**src/rtl/smc_pkg.sv**
```systemverilog
// ----------------------------------------------------------------------------
// smc_pkg
// Shared types and constants for the segment mean colour block: default sizes,
// item op codes, controller states and the command/status structs.
// ----------------------------------------------------------------------------
`default_nettype none

package smc_pkg;

  localparam int SMC_MAX_LABELS = 1024;
  localparam int SMC_COUNT_BITS = 22;

  localparam int LABEL_W     = 10;
  localparam int CHAN_W      = 8;
  localparam int TOTAL_W     = 22;
  localparam int LCOUNT_W    = 11;
  localparam int QUOT_BITS   = 8;
  localparam int STEP_W      = $clog2(QUOT_BITS);

  localparam logic [LCOUNT_W-1:0] LABEL_COUNT_RESET = 11'd1024;

  localparam logic OP_ACCUMULATE = 1'b0;
  localparam logic OP_READ       = 1'b1;

  typedef enum logic [2:0] {
    ST_CLEAR,
    ST_IDLE,
    ST_LOOKUP,
    ST_DIVIDE,
    ST_RESULT
  } smc_state_t;

  typedef struct packed {
    logic capture;
    logic acc_write;
    logic div_load;
    logic div_step;
    logic clear_write;
    logic out_load;
  } smc_cmd_t;

  typedef struct packed {
    logic item_op;
    logic item_ok;
    logic clear_last;
    logic div_last;
    logic out_busy;
  } smc_status_t;

endpackage

`default_nettype wire

```
**src/rtl/smc_ctrl.sv**
```systemverilog
// ----------------------------------------------------------------------------
// smc_ctrl
// Controller: sequences the clearing pass, the entry lookup, the accumulate
// write-back, the iterative mean division and the result hand-off.
// ----------------------------------------------------------------------------
`default_nettype none

module smc_ctrl
  import smc_pkg::*;
(
  input  logic        clk,
  input  logic        rst,
  input  logic        in_valid,
  output logic        in_stall,
  input  smc_status_t status,
  output smc_cmd_t    cmd
);

  smc_state_t state;
  smc_state_t state_next;

  always_ff @(posedge clk) begin
    if (rst) begin
      state <= ST_CLEAR;
    end else begin
      state <= state_next;
    end
  end

  always_comb begin
    state_next = state;
    cmd        = '0;
    in_stall   = (state != ST_IDLE);
    case (state)
      ST_CLEAR: begin
        cmd.clear_write = 1'b1;
        if (status.clear_last) begin
          state_next = ST_IDLE;
        end
      end
      ST_IDLE: begin
        if (in_valid) begin
          cmd.capture = 1'b1;
          state_next  = ST_LOOKUP;
        end
      end
      ST_LOOKUP: begin
        if (!status.item_ok) begin
          state_next = (status.item_op == OP_READ) ? ST_RESULT : ST_IDLE;
        end else if (status.item_op == OP_ACCUMULATE) begin
          cmd.acc_write = 1'b1;
          state_next    = ST_IDLE;
        end else begin
          cmd.div_load = 1'b1;
          state_next   = ST_DIVIDE;
        end
      end
      ST_DIVIDE: begin
        cmd.div_step = 1'b1;
        if (status.div_last) begin
          state_next = ST_RESULT;
        end
      end
      ST_RESULT: begin
        if (!status.out_busy) begin
          cmd.out_load = 1'b1;
          state_next   = ST_IDLE;
        end
      end
      default: begin
        state_next = ST_CLEAR;
      end
    endcase
  end

endmodule

`default_nettype wire

```
**config.mk**
```make
export PLATFORM = sky130hd
export DESIGN_NAME = smc_ctrl
export DESIGN_NICKNAME = d
export VERILOG_FILES = /design/src/rtl/smc_pkg.sv /design/src/rtl/smc_ctrl.sv
export SDC_FILE = /design/constraint.sdc
export NUM_CORES = 1
export LEC_CHECK = 0
export BUFFER_PORTS_ARGS = -buffer_cell sky130_fd_sc_hd__buf_2
export CAP_MARGIN = 25
export CORE_AREA = 2 2 39 41
export CTS_BUF_LIST = sky130_fd_sc_hd__clkbuf_2 sky130_fd_sc_hd__clkbuf_4 sky130_fd_sc_hd__clkbuf_8
export DETAILED_ROUTE_END_ITERATION = 12
export DIE_AREA = 0 0 41 43
export GPL_TIMING_DRIVEN = 0
export PLACE_DENSITY = 0.55
export SLEW_MARGIN = 20
export SYNTH_ARGS = -nofsm -noshare
export SYNTH_HDL_FRONTEND = slang
export SYNTH_SLANG_ARGS = --single-unit
```
**constraint.sdc**
```tcl
create_clock -name clk -period 1.7 [get_ports clk]
set_input_delay 0.34 -clock clk [delete_from_list [all_inputs] [get_ports clk]]
set_output_delay 0.34 -clock clk [all_outputs]
set_load 0.01 [all_outputs]
```
==> results of run 1 <==
## Yosys cell counts
cell type | number | area [um2]
and2b_2 | 3 | 26.3
dfxtp_1 | 3 | 60.1
nor2_1 | 3 | 11.3
nor2b_1 | 3 | 18.8
and3_1 | 2 | 12.5
buf_6 | 2 | 22.5
nand2_1 | 2 | 7.51
nor4bb_1 | 2 | 20.0
o31ai_1 | 2 | 15.0
a31oi_1 | 1 | 6.26
and2_1 | 1 | 6.26
buf_4 | 1 | 7.51
nand3_1 | 1 | 5.00
nand3b_1 | 1 | 7.51
nor3_1 | 1 | 5.00
nor3b_1 | 1 | 7.51
nor4_1 | 1 | 6.26
nor4b_1 | 1 | 8.76
o21a_1 | 1 | 7.51
o21ai_0 | 1 | 5.00
o41ai_1 | 1 | 8.76
o41ai_2 | 1 | 16.3
or2_2 | 1 | 6.26
or4_4 | 1 | 11.3
## worst paths after layout
| path | start | end | slack, ns | cells past startpoint |
|---|---|---|---|---|
| worst max-delay path | state[2]$_SDFFE_PP0P_ | cmd[3] | 0.10 | 4 |
| worst min-delay path | status[0] | state[2]$_SDFFE_PP0P_ | 0.38 | 3 |
| worst max register to register | state[2]$_SDFFE_PP0P_ | state[1]$_SDFFE_PP0P_ | 0.23 | 4 |
| worst min register to register | state[2]$_SDFFE_PP0P_ | state[1]$_SDFFE_PP0P_ | 0.61 | 2 |
## per-layer routing
| layer | vias up | global-route usage | wire length (um) |
|---|---|---|---|
| met5 | - | 0 | 0 |
| met2 | 9 | 0.134 | 333 |
| met1 | 143 | 0.106 | 381 |
| met4 | 0 | 0.0400 | 0 |
| met3 | 0 | 0.0314 | 43 |
| li1 | 175 | - | - |
## area by class of cell
type / instances / area (um2) / share of cell area
multi-input cells: 31 / 219 / 0.510
repair buffers: 14 / 70.1 / 0.163
flip-flops and latches: 3 / 60.1 / 0.140
clock buffers: 4 / 30.0 / 0.0700
plain buffers: 3 / 30.0 / 0.0700
well taps: 16 / 20.0 / 0.0466
## cells in the final DEF, fill, tap and decap left out, types with 2 or more instances in the layout
master    count
dfxtp_1       3
and2b_2       3
nor2b_1       3
nor4bb_1      2
nand2_1       2
o31ai_1       2
clkbuf_4      4
nor2_1        3
buf_2        14
buf_6         2
and3_1        2
## power by group
part	internal [mW]	switching, mW	total [mW]	leakage, nW
clock network	0.104	0.0399	0.144	0.0184
registers	0.0896	0.0202	0.110	0.0246
logic	0.147	0.142	0.289	0.158
## logic make-up (layout without fill, tap and decap cells)
logic type | count (synthesis) | in the layout | synth area share
DFF | 3 | 3 | 0.194
and+or+nand+nor | 24 | 24 | 0.518
AOI/OAI and AO/OA | 7 | 7 | 0.190
buffers and inverters | 3 | 21 | 0.0972
## per-stage QoR
stage | setup WS (ns) | total power, mW | area (um2)
floorplan | 0.338 | 0.320 | 309
global placement | 0.243 | 0.400 | 399
detailed placement | 0.260 | 0.402 | 399
CTS | 0.0943 | 0.552 | 429
global route | 0.0279 | 0.587 | 429
finish | 0.102 | 0.543 | 429
## worst register-to-register path, cell delays in order (launching register included)
cell,delay [ns]
dfxtp_1,0.33
buf_6,0.14
nor4bb_1,0.07
or4_4,0.56
o41ai_2,0.27
==> flow_summary.ini, run 1 <==
[global_route]
first_global_vias = 279
grt_pass1_wl_um = 1050
antenna_found_initial = 0
grt_use_total = 0.0883
grt.overflow.total = 0
grt_max_degree = 11

[worst_hold_path]
hold_class = input pin to flip-flop

[sta]
min_period_over_period = 0.940
slew_violations = 0
tns_ns = 0
period_needed_ns = 1.60
finalHoldViolations = 0
setup_viol = 0
skew_ns = 0.00241
fmax_ghz = 0.626
worst_slew_pin_slew_ns = 0.377
hold_ws_ns = 0.375
rsz0062_at_grt = false
max-slew-margin-rel = 0.745

[cts]
cts_tree = yes
clk_latency_ns = 0.23
cts_hold_buf = 0
clk_pin_slew_ns = 0.04
clockRootBuffer = clkbuf_4
h-tree-depth = 1
cts_buffer_depth = 2
cts_resized = 0
cts_sinks = 3
cts_made_buffers = 3
postCtsSetupBuffers = 0

[synthesis]
ys_types = 24
syn_nets = 45
netlist_area_um2 = 309
syn_inst = 37
syn_area_per_cell_um2 = 8.35
yosysWarnings = 0
synth_seq_area_share = 0.194
synth_seq_cells = 3

[routing]
drc = 0
wirelength_um = 758
wire_per_inst_um = 10.7
drtIter0Drc = 6
dr.pass1.iters = 4
viasPerCell = 4.61
ant_nets = 0
vias = 327

[place]
io_buffers = 14
placed_cells = 67
hpwl_um = 546
place.gp.congestion = 0.708

[final_layout]
largestRegisters = state: 3 flops
fin_nets = 64
fin_util = 0.310
regMostFlops = state
diodes = 0
n_fill_cell = 158
final_cells = 71
largest_reg_flops = 3
syn_to_final_growth_pct = 38.9
drive_gt1_frac = 0.491

[floorplan]
core_um2 = 1380
die_x_um = 41
start_util = 0.223
num_io_pins = 15
die_y_um = 43
dieArea_um2 = 1760
rows = 14

[worst_setup_path]
slowest_stage = dfxtp_1
criticalPathCategory = flip-flop to primary output
cpPeakStageDelay_ns = 0.33
worstPathCellList = buf_6 > and2b_2 > and3_1 > buf_2
cp.required_ns = 1.36
path_buf_inv = 2
start_kind = flip-flop
end_kind = primary output
cp_top_family = simple AND/OR/NAND/NOR gates
cp_max_fo = 10
arrival_ns = 1.26

[power_and_ir_drop]
leakage_nw = 0.201
vdd_drop_max_mv = 0.381
p_per_area_nw_per_um2 = 1260

[run_status]
status = completed

[run]
max_cap_viol_count = 0
Power figures use the tool's default switching activity.
==> run 2: changes to the inputs <==
- ABC_AREA: not set -> 1
- PLACE_DENSITY: 0.55 -> 0.58
==> run 2 against run 1 <==
  * Worst setup slack improved by 0.0069 ns
  * Worst hold slack got worse by 0.011 ns
  * Via count rose by 6.7%
  * First-iteration DRC count rose by 17%
  * Cell count rose by 23%
  * Largest cell class unchanged
  * Sequential power rose by 8%
  * Critical endpoint is now cmd[4]
  * Die area did not move
  * Critical path depth rose by 1
  * Register-to-register slack improved by 0.36 ns
  * Fmax rose by 0.43%
==> flow_summary.ini, run 2 <==
[power_and_ir_drop]
vdd_drop_max_mv = 0.600
leakage_nw = 0.271
share_comb_of_total_power = 0.706
p_sw_mw = 0.426
p_per_area_nw_per_um2 = 1870
power_frac_seq = 0.134
switching_share = 0.480
pwr-share-clk = 0.160
intPower_mw = 0.462

[synthesis]
synth_seq_cells = 3
synth.top_cells.by_area = dfxtp_1 (17%), inv_1 (11%), buf_6 (9.7%), nor2_1 (8.6%), nand2_1 (7.5%)
yosysWarnings = 0
synth-main-ff-cell = dfxtp_1
ys_types = 17
synth_most_common_cell = inv_1
synth_seq_area_share = 0.172
synth_common_cells = inv_1 (10), nor2_1 (8), nand2_1 (7), nand2_2 (4), nor3_1 (4)
ys_async_sr_fraction = 0
syn_nets = 61
synth-edff-count = 0
syn_area_per_cell_um2 = 6.59
syn_inst = 53
yosys.area.top_type = dfxtp_1
synth_top_area_frac = 0.172
netlist_area_um2 = 349

[sta]
hold_ws_ns = 0.364
min_period_over_period = 0.936
setup_viol = 0
period_needed_ns = 1.59
tns_ns = 0
fmax_ghz = 0.628
rsz0062_at_grt = false
worst_slew_pin_slew_ns = 0.239
skew_ns = 0.00448
finalHoldViolations = 0
fin_ws_ns = 0.109
slew_violations = 0
max-slew-margin-rel = 0.839

[worst_setup_path]
criticalPathCategory = flip-flop to primary output
worstPathCellList = buf_6 > nor3_2 > inv_1 > nor3_1 > buf_2
end_kind = primary output
arrival_ns = 1.25
cp_max_fo = 9
slowest_stage = dfxtp_1
start_kind = flip-flop
cpPeakStageDelay_ns = 0.30
cp.required_ns = 1.36
cp_top_family = buffers and inverters
path_buf_inv = 3

[worst_hold_path]
hold_class = input pin to flip-flop

[final_layout]
drive_gt1_frac = 0.493
regMostFlops = state
fin_util = 0.343
regArea_um2 = 60.1
largest_reg_flops = 3
n_fill_cell = 148
diodes = 0
multi_input_comb_area_um2 = 219
final_common_cell = buf_2
largestRegisters = state: 3 flops
fin_nets = 80
syn_to_final_growth_pct = 35.8
final_cell_mix = buf_2 (14), inv_1 (10), nor2_1 (8)
design_area_um2 = 474

[routing]
vias = 349
drtIter0Drc = 7
wirelength_um = 625
wire_per_inst_um = 7.18
viasPerCell = 4.01
ant_nets = 0
dr.pass1.iters = 4
drc = 0

[floorplan]
start_util = 0.252
die_y_um = 43
num_io_pins = 15
die_x_um = 41
rows = 14
dieArea_um2 = 1760
core_um2 = 1380

[place]
place_ws_ns = 0.345
place_area_um2 = 439
hpwl_um = 506
io_buffers = 14
place.gp.congestion = 0.769

[global_route]
antenna_found_initial = 0
grt_pass1_wl_um = 1000
grt.overflow.total = 0
grt_use_total = 0.0822
first_global_vias = 266
grt_max_degree = 10

[cts]
cts_sinks = 3
clk_latency_ns = 0.24
cts_resized = 0
cts_hold_buf = 0
cts_made_buffers = 3
postCtsSetupBuffers = 0
clk_pin_slew_ns = 0.04
cts_tree = yes
h-tree-depth = 1
clockRootBuffer = clkbuf_4
cts_buffer_depth = 2

[run_status]
status = completed

[run]
max_cap_viol_count = 0
## run 2: cell types whose count changed after synthesis, sizes merged, moves of 3 or more
cell and change:
and2b -3, inv +11, nand2 +10, nor2 +10, nor2b -3, nor3 +4
## run 2: worst reg2reg max path: stages, from the launching register on
cell and delay (ns):
dfxtp_1 0.31, buf_6 0.14, nor2_4 0.06, nand3_1 0.07, nand2_2 0.07, nor2_4 0.17
nand2_1 0.07, nand2_1 0.07, nor2_2 0.03
## run 2: cells by family (layout without fill, tap and decap cells)
kind of cell | count (synthesis) | count (layout) | share of synthesized area
buffers and inverters | 14 | 32 | 0.215
flip-flops | 3 | 3 | 0.172
AO/OA/AOI/OAI | 2 | 2 | 0.0287
AND/OR/NAND/NOR | 34 | 34 | 0.584
## run 2: cell type report
class / count / share of cell area
plain buffers: 3 / 0.0712
multi-input cells: 36 / 0.462
clock buffers: 4 / 0.0633
flip-flops and latches: 3 / 0.127
well taps: 16 / 0.0422
inverters: 11 / 0.0871
repair buffers: 14 / 0.148
## run 2: per-layer routing
metal	vias up	track usage	part of all wire
met3	2	0	0.059
met5	-	0	0
met1	140	0.112	0.46
li1	196	-	-
met2	11	0.119	0.44
met4	0	0.0600	0.030
## run 2: path summary, 6_finish.rpt
path | from | endpoint | slack, ns | depth (start not counted)
worst max-delay path | state[2]$_SDFFE_PP0P_ | cmd[4] | 0.11 | 5
worst min register to register | state[1]$_SDFFE_PP0P_ | state[1]$_SDFFE_PP0P_ | 0.62 | 3
worst min-delay path | rst | state[1]$_SDFFE_PP0P_ | 0.36 | 4
worst max register to register | state[1]$_SDFFE_PP0P_ | state[2]$_SDFFE_PP0P_ | 0.59 | 8
## run 2: power groups by stage
stage | Clock, mW | Sequential [mW] | Combinational, mW
after floorplan | 0 | 0.119 | 0.508
after global placement | 0 | 0.120 | 0.620
after detailed placement | 0 | 0.120 | 0.627
after CTS | 0.146 | 0.119 | 0.628
after global routing | 0.149 | 0.122 | 0.702
final | 0.142 | 0.119 | 0.627
## run 2: stage by stage
step | power (mW) | instances
5_1_grt | 0.974 | 87
6_report | 0.888 | 87
3_3_place_gp | 0.740 | 83
4_1_cts | 0.892 | 87
3_5_place_dp | 0.747 | 83
2_1_floorplan | 0.628 | 53
